**config.mk**
```make
export PLATFORM = sky130hd
export DESIGN_NAME = stt_front
export DESIGN_NICKNAME = d
export VERILOG_FILES = /design/src/hdl/stt_pkg.sv /design/src/hdl/stt_front.sv
export SDC_FILE = /design/constraint.sdc
export NUM_CORES = 1
export LEC_CHECK = 0
export BUFFER_PORTS_ARGS = -buffer_cell sky130_fd_sc_hd__buf_2
export CORE_MARGIN = 2
export CORE_UTILIZATION = 40
export CTS_BUF_LIST = sky130_fd_sc_hd__clkbuf_8 sky130_fd_sc_hd__clkbuf_16
export DETAILED_ROUTE_END_ITERATION = 8
export PLACE_DENSITY = 0.66
export SLEW_MARGIN = 20
export SYNTH_ARGS = -nofsm -noshare
export SYNTH_HDL_FRONTEND = slang
export SYNTH_SLANG_ARGS = --single-unit
export TNS_END_PERCENT = 50
```
**constraint.sdc**
```tcl
create_clock -name clk_i -period 18.5 [get_ports clk_i]
set_clock_uncertainty 0.2 [all_clocks]
set_input_delay 0.925 -clock clk_i [delete_from_list [all_inputs] [get_ports clk_i]]
set_output_delay 0.925 -clock clk_i [all_outputs]
set_load 0.005 [all_outputs]
```
**src/hdl/stt_pkg.sv**
```systemverilog
package stt_pkg;

  // sizing of the tag stores
  localparam int unsigned MEM_WORDS   = 65536;
  localparam int unsigned MEM_AW      = $clog2(MEM_WORDS);
  localparam int unsigned TAG_BITS    = 16;
  localparam int unsigned NUM_REGS    = 32;
  localparam int unsigned REG_AW      = $clog2(NUM_REGS);
  // low bits of rs1 + imm that reach the doubleword index
  localparam int unsigned SUM_W       = MEM_AW + 3;
  // decoupling queue between front and back
  localparam int unsigned QUEUE_DEPTH = 2;
  localparam int unsigned QPTR_W      = $clog2(QUEUE_DEPTH);

  typedef logic [TAG_BITS-1:0] tag_t;
  typedef logic [MEM_AW-1:0]   mem_idx_t;
  typedef logic [REG_AW-1:0]   reg_idx_t;

  // instruction function codes
  typedef enum logic [3:0] {
    FN_ADDI   = 4'd0,
    FN_LD     = 4'd1,
    FN_SD     = 4'd2,
    FN_ADD    = 4'd3,
    FN_SUB    = 4'd4,
    FN_MUL    = 4'd5,
    FN_DIVU   = 4'd6,
    FN_REMU   = 4'd7,
    FN_SLTU   = 4'd8,
    FN_BEQ    = 4'd9,
    FN_JAL    = 4'd10,
    FN_JALR   = 4'd11,
    FN_LUI    = 4'd12,
    FN_OTHER  = 4'd13,
    FN_SETTAG = 4'd14
  } func_e;

  // what the back end does with an instruction
  typedef enum logic [2:0] {
    CLS_NONE,
    CLS_ADDI,
    CLS_LOAD,
    CLS_STORE,
    CLS_ALU,
    CLS_BRANCH,
    CLS_CONCRETE,
    CLS_SETTAG
  } cls_e;

  // back end sequencer
  typedef enum logic [1:0] {
    ST_CLEAR,
    ST_IDLE,
    ST_EXEC
  } state_e;

  // one classified instruction held in the queue
  typedef struct packed {
    cls_e        cls;
    logic [3:0]  func;
    reg_idx_t    rd;
    reg_idx_t    rs1;
    reg_idx_t    rs2;
    logic [63:0] v1;
    logic [63:0] v2;
    logic [11:0] imm;
    tag_t        seed;
    mem_idx_t    mem_idx;
  } item_t;

  // queue head as seen by the back end
  typedef struct packed {
    logic  valid;
    item_t item;
  } head_t;

  // back end to front end control
  typedef struct packed {
    logic pop;
    logic clearing;
  } back_ctl_t;

  function automatic cls_e classify(input logic [3:0] fn);
    cls_e c;
    c = CLS_NONE;
    case (fn)
      FN_ADDI:   c = CLS_ADDI;
      FN_LD:     c = CLS_LOAD;
      FN_SD:     c = CLS_STORE;
      FN_ADD:    c = CLS_ALU;
      FN_SUB:    c = CLS_ALU;
      FN_MUL:    c = CLS_ALU;
      FN_DIVU:   c = CLS_ALU;
      FN_REMU:   c = CLS_ALU;
      FN_SLTU:   c = CLS_ALU;
      FN_BEQ:    c = CLS_BRANCH;
      FN_JAL:    c = CLS_CONCRETE;
      FN_JALR:   c = CLS_CONCRETE;
      FN_LUI:    c = CLS_CONCRETE;
      FN_SETTAG: c = CLS_SETTAG;
      default:   c = CLS_NONE;
    endcase
    return c;
  endfunction

endpackage

```
**src/hdl/stt_front.sv**
```systemverilog
module stt_front import stt_pkg::*; (
  input  logic        clk_i,
  input  logic        rst_ni,
  input  logic        in_valid_i,
  output logic        in_stall_o,
  input  logic [3:0]  func_i,
  input  logic [4:0]  dest_reg_i,
  input  logic [4:0]  src1_reg_i,
  input  logic [4:0]  src2_reg_i,
  input  logic [63:0] src1_value_i,
  input  logic [63:0] src2_value_i,
  input  logic [11:0] immediate_i,
  input  logic [15:0] seed_tag_i,
  input  back_ctl_t   ctl_i,
  output head_t       head_o
);

  item_t             queue_q [QUEUE_DEPTH];
  logic [QPTR_W-1:0] wr_ptr_q, wr_ptr_d;
  logic [QPTR_W-1:0] rd_ptr_q, rd_ptr_d;
  logic [QPTR_W:0]   count_q, count_d;
  logic              push;
  logic              pop;
  item_t             new_item;
  logic [SUM_W-1:0]  addr_sum;

  // doubleword index from the low bits of rs1 + imm
  assign addr_sum = src1_value_i[SUM_W-1:0] + SUM_W'($signed(immediate_i));

  // classify the incoming instruction
  always_comb begin
    new_item.cls     = classify(func_i);
    new_item.func    = func_i;
    new_item.rd      = reg_idx_t'(dest_reg_i);
    new_item.rs1     = reg_idx_t'(src1_reg_i);
    new_item.rs2     = reg_idx_t'(src2_reg_i);
    new_item.v1      = src1_value_i;
    new_item.v2      = src2_value_i;
    new_item.imm     = immediate_i;
    new_item.seed    = tag_t'(seed_tag_i);
    new_item.mem_idx = addr_sum[SUM_W-1:3];
  end

  // transfer in when there is room and the tag store is not being cleared
  assign in_stall_o = ctl_i.clearing || (count_q == (QPTR_W+1)'(QUEUE_DEPTH));
  assign push       = in_valid_i && !in_stall_o;
  assign pop        = ctl_i.pop && (count_q != '0);

  // queue pointers
  always_comb begin
    wr_ptr_d = wr_ptr_q;
    rd_ptr_d = rd_ptr_q;
    count_d  = count_q;
    if (push) begin
      wr_ptr_d = (wr_ptr_q == QPTR_W'(QUEUE_DEPTH - 1)) ? '0 : wr_ptr_q + 1'b1;
    end
    if (pop) begin
      rd_ptr_d = (rd_ptr_q == QPTR_W'(QUEUE_DEPTH - 1)) ? '0 : rd_ptr_q + 1'b1;
    end
    case ({push, pop})
      2'b10:   count_d = count_q + 1'b1;
      2'b01:   count_d = count_q - 1'b1;
      default: count_d = count_q;
    endcase
  end

  always_ff @(posedge clk_i or negedge rst_ni) begin
    if (!rst_ni) begin
      wr_ptr_q <= '0;
      rd_ptr_q <= '0;
      count_q  <= '0;
    end else begin
      wr_ptr_q <= wr_ptr_d;
      rd_ptr_q <= rd_ptr_d;
      count_q  <= count_d;
    end
  end

  // queue storage
  always_ff @(posedge clk_i) begin
    if (push) begin
      queue_q[wr_ptr_q] <= new_item;
    end
  end

  assign head_o.valid = (count_q != '0);
  assign head_o.item  = queue_q[rd_ptr_q];

endmodule

```
### After elaboration in Yosys (flattened, before gate mapping)

Memory sizes are Yosys's and may differ from the RTL's.
Index checks and enable logic that the tools add are counted.

| cells by class | value |
|---|---|
| $add $sub $neg | 5 |
| eq/ne operators | 3 |
| muxes and demuxes | 5 |
| reductions and logical operators | 6 |

Operators with widths:

| cell | count |
|---|---|
| 19-bit adder | 1 |
| 2-bit equality test (second input constant) | 2 |
| 1-bit 2-to-1 mux | 4 |
| 2-bit case mux with 2 select lines | 1 |
| 2-bit nonzero test | 2 |
| 1-bit adder (second input constant) | 2 |
| 2-bit by 1-bit adder with 2-bit output (second input constant) | 1 |
| 2-bit by 1-bit equality test with 1-bit output (second input constant) | 1 |
| 1-bit logical AND | 2 |
| 2-bit by 1-bit subtractor with 2-bit output (second input constant) | 1 |
| 1-bit zero test | 1 |
| 1-bit logical OR | 1 |

| storage, ports and cells | value |
|---|---|
| flip-flop bits (word level) | 4 |
| RAM bits | 388 |
| bits in read-only memories | 48 |
| input bits | 180 |
| logic and storage cells | 24 |
| memories | 2 |

Memories:

| name | depth | width | read ports | clocked after memory_dff | write ports | line | RTL |
|---|---|---|---|---|---|---|---|
| queue_q | 2 | 194 | 1 | 0 | 1 | stt_front.sv:18 | `item_t queue_q [QUEUE_DEPTH];` |
| (no name shown) | 16 | 3 | 1 | 0 | 0 | stt_pkg.sv:86 | `case (fn)` |

### Depth between registers and ports, before layout

Gate-level depths: netlist (run 1).

| logic depth | value |
|---|---|
| depth in word-level cells | 6 |
| depth in mapped cells | 7 |
| depth with buffers taken out | 7 |

### Worst setup path after synthesis (run 1)

Ideal clock, no wire load.

| timing path | value |
|---|---|
| path type | input to register |
| start point | in ctl_i[0] in the netlist's numbering |
| end point | mem queue_q[0][0] in the netlist's numbering, enable pin |
| setup time | 751 ps |
| data arrival time | 9272 ps |
| required time | 17549 ps |
| setup slack | 8277 ps |
| cell stages on the path | 3 |
| buffers on the path | 0 |
| cells stage by stage | a21oi_1 > nand2_1 > nor2_1 |

| on the way | value |
|---|---|
| longest elaborated chain between the ends | 5 |

RTL lines:

| item | line | RTL |
|---|---|---|
| start, declared | stt_front.sv:14 | `input back_ctl_t ctl_i,` |
| 1-bit logical OR | stt_front.sv:45 | `assign in_stall_o = ctl_i.clearing \|\| (count_q == (QPTR_W+1)'(QUEUE_DEPTH));` |
| 1-bit zero test | stt_front.sv:46 | `assign push = in_valid_i && !in_stall_o;` |
| 1-bit logical AND | stt_front.sv:46 |  |
| 1-bit 2-to-1 mux | stt_front.sv:81 | `if (push) begin` |
| 1-bit 2-to-1 mux (not written as such) | stt_front.sv:82 | `queue_q[wr_ptr_q] <= new_item;` |
| end, declared | stt_front.sv:18 |  |

Every way passes these cells.

==> flow_summary.toml, run 1 <==
[hold_path]
holdCritStartpoint = "count_q[1]"
hold_path.class = "reg2reg"
min_path_cells = 1
min_to = "count_q[1]"

[sta]
fin_hold_ws_ns = 0.312
slew_viol_final = 0
fmax_mhz = 235
finalSetupViolations = 0
tns_ns = 0
rsz0062_at_grt = "no"
max-slew-margin-rel = 0.290
fin_ws_ns = 14.25
min_period_ns = 4.26
period_share = 0.230
hold_viol = 0
worst_pin_slew_ns = 1.07

[synth]
ys_top_cells_by_area = "edfxtp_1 77%, mux2_2 14%, ha_1 1.7%"
synth.distinct_cells = 50
synth_cells = 762
synthMuxAreaShare = 0.145
yosysTopAreaCellShare = 0.770
synth_edf_count = 388
synth_area_per_cell_um2 = 19.9
synth_xor_area_frac = 0.00926
synth_ff_type = "edfxtp_1"
synth_common_cells = "388 x edfxtp_1, 194 x mux2_2, 21 x ha_1"
ys_ff_latch = 392
synth_compound_area_frac = 0.0232
yosys.area_share.simple = 0.0195
ys_warn_count = 0
yosys.area_share.adder = 0.0174
postSynth.asyncResetShare = 0.0102
ys_seq_area_frac = 0.776
synth.net_count = 963
synth_most_common_cell = "edfxtp_1"
yosys.area.top_type = "edfxtp_1"
synth_top_family_by_area = "multiplexers"
synth_area_mm2 = 0.0151

[critical_path]
crit_fanout = 58
critPathCaptureType = "output pin"
critPathKind = "reg2out"
worstReg2RegStart = "count_q[0]"
critPathArrivalTime_ns = 3.13
ff2ff_path_depth = 6
worst_r2r_endpoint = "queue_q[0][178]"
regToRegSetupSlack_ns = 15.05
required_ns = 17.38
critPathLaunchType = "register"

[die]
die_h_um = 199
ios = 376
design.core.area_mm2 = 0.0375
design.die.area_mm2 = 0.0394
num_rows = 71
die_x_um = 199
start_util = 0.404

[power]
clkPwrFrac = 0.307
power_frac_comb = 0.247
switching_share = 0.264
ir_drop_uv = 138
internal_power_mw = 1.89
seqPwrFrac = 0.447
power_switching_uw = 677
leakagePower_nw = 7.04
p_total_mw = 2.56
powerDensity_mw_per_mm2 = 135

[job]
max_cap_viol_count = 0

[cts]
cts_buffers = 42
worstSkewPairLatency_ns = 0.55
path_clk_slew_ns = 0.06
cts_tree = "yes"
htreeDepth = 2
cts_root_buf = "clkbuf_16"
clockBufferDepth = 3
cts_sinks = 392

[detailed_routing]
first_pass_iters = 5
viasPerCell = 4.79
wl_um = 33300
first_iter_violations = 335
wl_per_cell_um = 19.4
drc_errors = 0
postRouteAntennaNets = 0
via_count = 8230

[layout]
register_area_mm2 = 0.0118
fillers = 3212
area_growth_syn_to_layout_pct = 25.2
final_core_util = 0.505
final_nets = 1367
post-route-cell-area_mm2 = 0.0189
multi_input_area_mm2 = 0.00326
drive_gt1_frac = 0.539
final_cells = 1717

[place]
dp_cells = 1632
place.gp.congestion = 0.746
placed_area_mm2 = 0.0176
io_buffers = 375
place_hpwl_um = 22500
place_ws_ns = 14.41

[status]
status = "completed"

[global_route]
antenna_found_initial = 11
grt_max_degree = 77
grt_first_pass_wirelength_um = 48300
grt_pass1_vias = 8352
gr-total-overflow = 0
grt_use_total = 0.164
state kept, by name, summed over array words and instances, names as in the netlist:
register and flops:
queue_q 388, count_q 2, rd_ptr_q 1, wr_ptr_q 1
cells by family (layout without fill, tap and decap cells):
logic type      after synthesis  count (layout)
xor+xnor                     16              16
mux                         195             195
buf+inv                      32             467
fa+ha+maj                    21              21
simple gates                 57              57
flops                       392             392
compound gates               49              49
other cells                   0               9
routing by layer:
| layer | routed length [um] | vias up | share of wire | track usage |
|---|---|---|---|---|
| met2 | 16200 | 278 | 0.49 | 0.267 |
| met5 | 21 | - | 0.00063 | 0 |
| li1 | - | 3843 | - | - |
| met4 | 1100 | 4 | 0.033 | 0.0807 |
| met1 | 13500 | 4037 | 0.41 | 0.203 |
| met3 | 2390 | 68 | 0.072 | 0.0432 |
layout by cell type (no fill, tap or decap), types with 5 or more instances in the layout:
cell	n
buf_2	375
xnor2_1	11
diode_2	9
inv_1	19
ha_1	21
xor2_1	5
nor3_1	6
clkbuf_16	43
mux2_2	194
nand2_1	10
nor2_1	16
clkinv_2	5
edfxtp_1	388
clkinv_1	10
a21oi_1	13
nand3_1	5
buf_4	8
o21ai_0	9
area by class of cell:
class / count / area share
Tap cell: 511 / 0.0337
Clock inverter: 32 / 0.0116
Timing Repair Buffer: 384 / 0.103
Sequential cell: 392 / 0.620
Clock buffer: 43 / 0.0568
Antenna cell: 9 / 0.00119
Multi-Input combinational cell: 338 / 0.172
Inverter: 8 / 0.00158
power groups by stage:
stage / sequential, mW / combinational [mW] / clock [mW]
floorplan: 1.17 / 0.389 / 0
CTS: 1.15 / 0.652 / 0.811
detailed placement: 1.16 / 0.647 / 0
global placement: 1.16 / 0.639 / 0
global route: 1.16 / 0.689 / 0.844
finish: 1.15 / 0.632 / 0.787
repair_timing:
action,in CTS,in global routing
hold buffers,1,0
setup buffers,0,0
resized for setup,0,0
hold endpoints to repair,4,0
how the worst max path moves through the flow:
stage,startpoint,end,slack [ns]
final,rd_ptr_q,head_o[112],14.25
after global routing,rd_ptr_q,head_o[112],14.06
after CTS,rd_ptr_q,head_o[49],14.14
after detailed placement,ctl_i[0],queue_q[0][144],14.41
after global placement,ctl_i[0],queue_q[0][179],14.51
after floorplan,ctl_i[0],queue_q[0][0],8.28
worst max-delay path, cell delays in order (launching register included):
cell,delay (ns)
dfrtp_4,0.62
buf_4,0.68
buf_4,0.61
mux2_2,0.41
buf_2,0.13
Power figures use the tool's default switching activity.
==> inputs of run 2 (changes only) <==
--- a/config.mk
+++ b/config.mk
@@ -10,7 +10,7 @@
 export CORE_UTILIZATION = 40
 export CTS_BUF_LIST = sky130_fd_sc_hd__clkbuf_8 sky130_fd_sc_hd__clkbuf_16
 export DETAILED_ROUTE_END_ITERATION = 8
-export PLACE_DENSITY = 0.66
+export PLACE_DENSITY = 0.68
 export SLEW_MARGIN = 20
 export SYNTH_ARGS = -nofsm -noshare
 export SYNTH_HDL_FRONTEND = slang
==> constraint.sdc (replaced) <==
create_clock -name clk_i -period 3.66 [get_ports clk_i]
set_clock_uncertainty 0.2 [all_clocks]
set_input_delay 0.183 -clock clk_i [delete_from_list [all_inputs] [get_ports clk_i]]
set_output_delay 0.183 -clock clk_i [all_outputs]
set_load 0.005 [all_outputs]
==> run 2 against run 1 <==
  * Sequential power increased to 5.0 times the previous value
  * Via count increased by 11%
  * Sequential cell count unchanged
  * Clock power rose to 4.8 times the previous value
  * Global-route usage grew 1.1 points
  * Setup slack worse by 13 ns
  * Worst hold slack got worse by 0.15 ns
  * Die area stayed put
  * Power rose to 5.1 times the previous value
  * Critical path depth increased by 2
  * Combinational power grew to 5.6 times the previous value
  * Design area increased by 9.6%
  * Largest cell class unchanged
  * Largest power group unchanged
==> flow_summary.toml, run 2 (synthesized netlist as in run 1, its figures left out) <==
[status]
status = "completed"

[detailed_routing]
first_iter_violations = 488
via_count = 9102
viasPerCell = 4.81
postRouteAntennaNets = 0
drc_errors = 0
wl_per_cell_um = 18.8
first_pass_iters = 5
wl_um = 35500

[die]
start_util = 0.404
design.core.area_mm2 = 0.0375
die_h_um = 199
design.die.area_mm2 = 0.0394
num_rows = 71
die_x_um = 199
ios = 376

[global_route]
grt_pass1_vias = 9524
antenna_found_initial = 3
gr-total-overflow = 0
grt_first_pass_wirelength_um = 52100
grt_max_degree = 107
grt_use_total = 0.174

[critical_path]
critPathArrivalTime_ns = 2.78
required_ns = 3.65
critPathKind = "reg2reg"
critPathLaunchType = "register"
regToRegSetupSlack_ns = 0.86
critPathCaptureType = "register"
crit_fanout = 69

[sta]
min_period_ns = 2.80
period_share = 0.764
hold_viol = 0
fmax_mhz = 357
rsz0062_at_grt = "no"
slew_viol_final = 0
worst_pin_slew_ns = 0.682
max-slew-margin-rel = 0.545
finalSetupViolations = 0

[layout]
final_cells = 1893
final_nets = 1549
drive_gt1_frac = 0.472
reg_top3 = "queue_q (388), count_q (2)"
final_common_cell = "edfxtp_1"
area_growth_syn_to_layout_pct = 37.2
largest_register_ffs = 388
largest-register = "queue_q"
post-route-cell-area_mm2 = 0.0208
mostFrequentLayoutCells = "388 x edfxtp_1, 375 x buf_2, 194 x mux2_2"

[power]
leakagePower_nw = 7.79
powerDensity_mw_per_mm2 = 630
ir_drop_uv = 690

[place]
dp_cells = 1634
place.gp.congestion = 0.831
place_hpwl_um = 21700
io_buffers = 375
placed_area_mm2 = 0.0177

[cts]
clockBufferDepth = 3
ctsResizeCount = 0
cts_tree = "yes"
cts_buffers = 42
worstSkewPairLatency_ns = 0.54
postCtsSetupBuffers = 0
cts_sinks = 392
htreeDepth = 2
path_clk_slew_ns = 0.06
cts_root_buf = "clkbuf_16"

[hold_path]
hold_path.class = "in2reg"

[job]
max_cap_viol_count = 0
[run 2: changes by cell type in the layout (fill, tap and decap cells not counted), moves of 2 or more]
| cell | delta |
|---|---|
| buf_4 | -4 |
| buf_12 | +6 |
| clkinv_2 | +6 |
| bufinv_16 | -3 |
| dlygate4sd3_1 | +180 |
| diode_2 | -7 |
| inv_1 | -2 |
[run 2: power breakdown]
group          internal, mW  switching [mW]  total, mW
combinational          1.78            1.78       3.55
clock                  2.13            1.67       3.80
sequential             5.60           0.135       5.74
total                  9.51            3.58       13.1
[run 2: path summary, 6_finish.rpt]
kind | start | endpoint | depth (start not counted)
worst max-delay path | count_q[0] | queue_q[0][171] | 6
worst min-delay path | src2_value_i[34] | queue_q[1][78] | 2
worst max register to register | count_q[0] | queue_q[0][171] | 6
worst min register to register | count_q[1] | count_q[1] | 1
max in group asynchronous | rst_ni | rd_ptr_q | 3
min in group asynchronous | rst_ni | wr_ptr_q | 3
[run 2: final cells by class]
class                           instances  area (um2)
Antenna cell                            2        5.00
Clock buffer                           43        1080
Clock inverter                         33         160
Fill cell                            2999       16700
Inverter                                8        30.0
Multi-Input combinational cell        338        3260
Sequential cell                       392       11800
Tap cell                              511         639
Timing Repair Buffer                  566        3840
[run 2: per-layer routing]
layer	part of all wire	up-vias	wire, um	track usage
met3	0.064	70	2290	0.0415
met1	0.40	4515	14200	0.205
met4	0.035	2	1260	0.0815
met2	0.50	311	17800	0.303
li1	-	4204	-	-
met5	0.00045	-	16	0
[run 2: what timing repair did]
item | 4_1_cts | 5_1_grt
hold buffers | 181 | 0
setup endpoints to repair | 0 | 0
endpoints found under the hold margin | 382 | 0
[run 2: critical path, stage by stage, from the launching register on]
cell and delay [ns]:
dfrtp_1 0.41, inv_1 0.07, a21oi_2 0.18, nand2_2 0.05, dlygate4sd3_1 0.64, nor2_4 0.42
buf_12 0.35
[run 2: through the flow]
step                worst slack [ns]  utilization  hold WS, ns  TNS, ns  power (mW)
finish                         0.862        0.554        0.161        0        13.1
global route                   0.725        0.554        0.141        0        13.7
CTS                            0.839        0.554        0.114        0        13.2
detailed placement              1.30        0.473       -0.205        0        9.23
global placement                1.33        0.473       -0.208        0        9.18
floorplan                     -0.552            -       -0.313  -107.05        7.80
==> inputs of run 3 (changes only) <==
--- a/config.mk
+++ b/config.mk
@@ -10,7 +10,7 @@
 export CORE_UTILIZATION = 40
 export CTS_BUF_LIST = sky130_fd_sc_hd__clkbuf_8 sky130_fd_sc_hd__clkbuf_16
 export DETAILED_ROUTE_END_ITERATION = 8
-export PLACE_DENSITY = 0.68
+export PLACE_DENSITY = 0.66
 export SLEW_MARGIN = 20
 export SYNTH_ARGS = -nofsm -noshare
 export SYNTH_HDL_FRONTEND = slang
==> constraint.sdc (replaced) <==
create_clock -name clk_i -period 2.6 [get_ports clk_i]
set_clock_uncertainty 0.2 [all_clocks]
set_input_delay 0.13 -clock clk_i [delete_from_list [all_inputs] [get_ports clk_i]]
set_output_delay 0.13 -clock clk_i [all_outputs]
set_load 0.005 [all_outputs]
==> run 3 against run 2 <==
  * Sequential power rose by 42%
  * Setup slack lost 0.72 ns
  * Wire length is 0.39% higher
  * Combinational power is 47% higher
  * Maximum frequency increased by 14%
  * Cell count is 0.58% higher
  * Clock power grew 44%
  * Critical path depth did not move
  * Largest power group unchanged
  * First-iteration DRC count decreased by 12%
  * Sequential cell count is the same
  * Via count decreased by 0.36%
  * Global-route usage hardly changed
==> flow_summary.toml, run 3 (synthesized netlist as in run 1, its figures left out) <==
[cts]
path_clk_slew_ns = 0.06
cts_root_buf = "clkbuf_16"
cts_sinks = 392
htreeDepth = 2
cts_tree = "yes"
clockBufferDepth = 3
cts_buffers = 41
worstSkewPairLatency_ns = 0.54

[die]
die_h_um = 199
ios = 376
start_util = 0.404
die_x_um = 199
design.core.area_mm2 = 0.0375
design.die.area_mm2 = 0.0394
num_rows = 71

[critical_path]
critPathLaunchType = "register"
ff2ff_path_depth = 6
critPathMaxStageDelay_ns = 0.63
critPathCaptureType = "register"
crit_fanout = 24
critPathArrivalTime_ns = 2.51
critPathKind = "reg2reg"
regToRegSetupSlack_ns = 0.15
cp_slowest_cell = "dlygate4sd3_1"
required_ns = 2.66
worst_r2r_endpoint = "queue_q[0][155]"
worstReg2RegStart = "count_q[1]"
cp_cell_sequence = "a21oi_2 -> nand2_2 -> dlygate4sd3_1 -> nor2_4 -> buf_12 -> clkbuf_16"

[sta]
min_period_ns = 2.45
fin_ws_ns = 0.147
finalSetupViolations = 0
worst_pin_slew_ns = 0.407
slew_viol_final = 0
max-slew-margin-rel = 0.727
tns_ns = 0
period_share = 0.943
rsz0062_at_grt = "no"
hold_viol = 0
fmax_mhz = 408

[layout]
post-route-cell-area_mm2 = 0.0211
largest-register = "queue_q"
final_common_cell = "edfxtp_1"
final_core_util = 0.562
largest_register_ffs = 388
final_nets = 1564
mostFrequentLayoutCells = "388 x edfxtp_1, 375 x buf_2, 194 x mux2_2"
area_growth_syn_to_layout_pct = 39.2
drive_gt1_frac = 0.477
reg_top3 = "queue_q (388), count_q (2)"

[power]
ir_drop_uv = 769
leakagePower_nw = 7.92
powerDensity_mw_per_mm2 = 894

[place]
place.gp.congestion = 0.794
placed_area_mm2 = 0.0179
place_ws_ns = 0.351
place_hpwl_um = 22900
io_buffers = 375

[job]
max_cap_viol_count = 0

[detailed_routing]
first_pass_iters = 4
wl_per_cell_um = 18.7
first_iter_violations = 431
viasPerCell = 4.76
drc_errors = 0
via_count = 9069
postRouteAntennaNets = 0
wl_um = 35700

[hold_path]
min_path_cells = 2
min_to = "queue_q[1][83]"
holdCritStartpoint = "src2_value_i[39]"
hold_path.class = "in2reg"

[global_route]
antenna_found_initial = 1
grt_pass1_vias = 9402
gr-total-overflow = 0
grt_use_total = 0.175
grt_first_pass_wirelength_um = 52200
grt_max_degree = 68

[status]
status = "completed"
[run 3: cell count changes in the layout (fill, tap and decap cells not counted), sizes merged]
cell	before	now
diode	2	1
clkbuf	43	44
clkinv	22	18
buf	385	398
bufinv	0	3
inv	19	18
[run 3: critical path: cells and delay by family (launching register included)]
family,cells,cell delay [ns]
and+or+nand+nor,2,0.23
DFF,1,0.42
AOI/OAI and AO/OA,1,0.22
buffers and inverters,3,1.08
[run 3: worst max path at each step]
stage                                  to  slack [ns]       startpoint
after floorplan             queue_q[0][0]       -1.61       count_q[0]
after global placement     queue_q[0][15]        0.39  src1_value_i[7]
after detailed placement   queue_q[1][13]        0.35  src1_value_i[2]
after CTS                 queue_q[0][145]       0.002       count_q[0]
after global routing       queue_q[0][16]        0.05       count_q[0]
final                     queue_q[0][155]        0.15       count_q[1]
[run 3: stage by stage]
stage | instances | total power [mW] | hold WS [ns]
2_1_floorplan | 762 | 11.0 | -0.366
3_3_place_gp | 1645 | 13.2 | -0.259
3_5_place_dp | 1645 | 13.2 | -0.258
4_1_cts | 1898 | 19.0 | 0.0515
5_1_grt | 1904 | 19.7 | 0.0514
6_report | 1904 | 18.8 | 0.0919
[run 3: final cells by class]
type | instances | area, um2
Fill cell | 2920 | 16400
Inverter | 8 | 30.0
Tap cell | 511 | 639
Timing Repair Buffer | 582 | 4120
Clock inverter | 31 | 233
Multi-Input combinational cell | 338 | 3260
Sequential cell | 392 | 11800
Antenna cell | 1 | 2.50
Clock buffer | 41 | 1030
[run 3: routing by layer]
layer,up-vias,track usage,wire (um)
met3,72,0.0521,2580
met1,4471,0.208,14300
li1,4228,-,-
met5,-,0,0
met4,0,0.0735,1340
met2,298,0.296,17500
[run 3: power breakdown]
| part | switching, mW | internal, mW |
|---|---|---|
| combinational | 2.50 | 2.71 |
| clock | 2.33 | 3.16 |
| sequential | 0.254 | 7.88 |
| total | 5.08 | 13.8 |
[run 3: what timing repair did]
action / CTS / global route
hold buffers: 181 / 0
resized for setup: 0 / 3
buffers inserted: 0 / 2
setup endpoints to repair: 0 / 148
hold endpoints to repair: 392 / 0
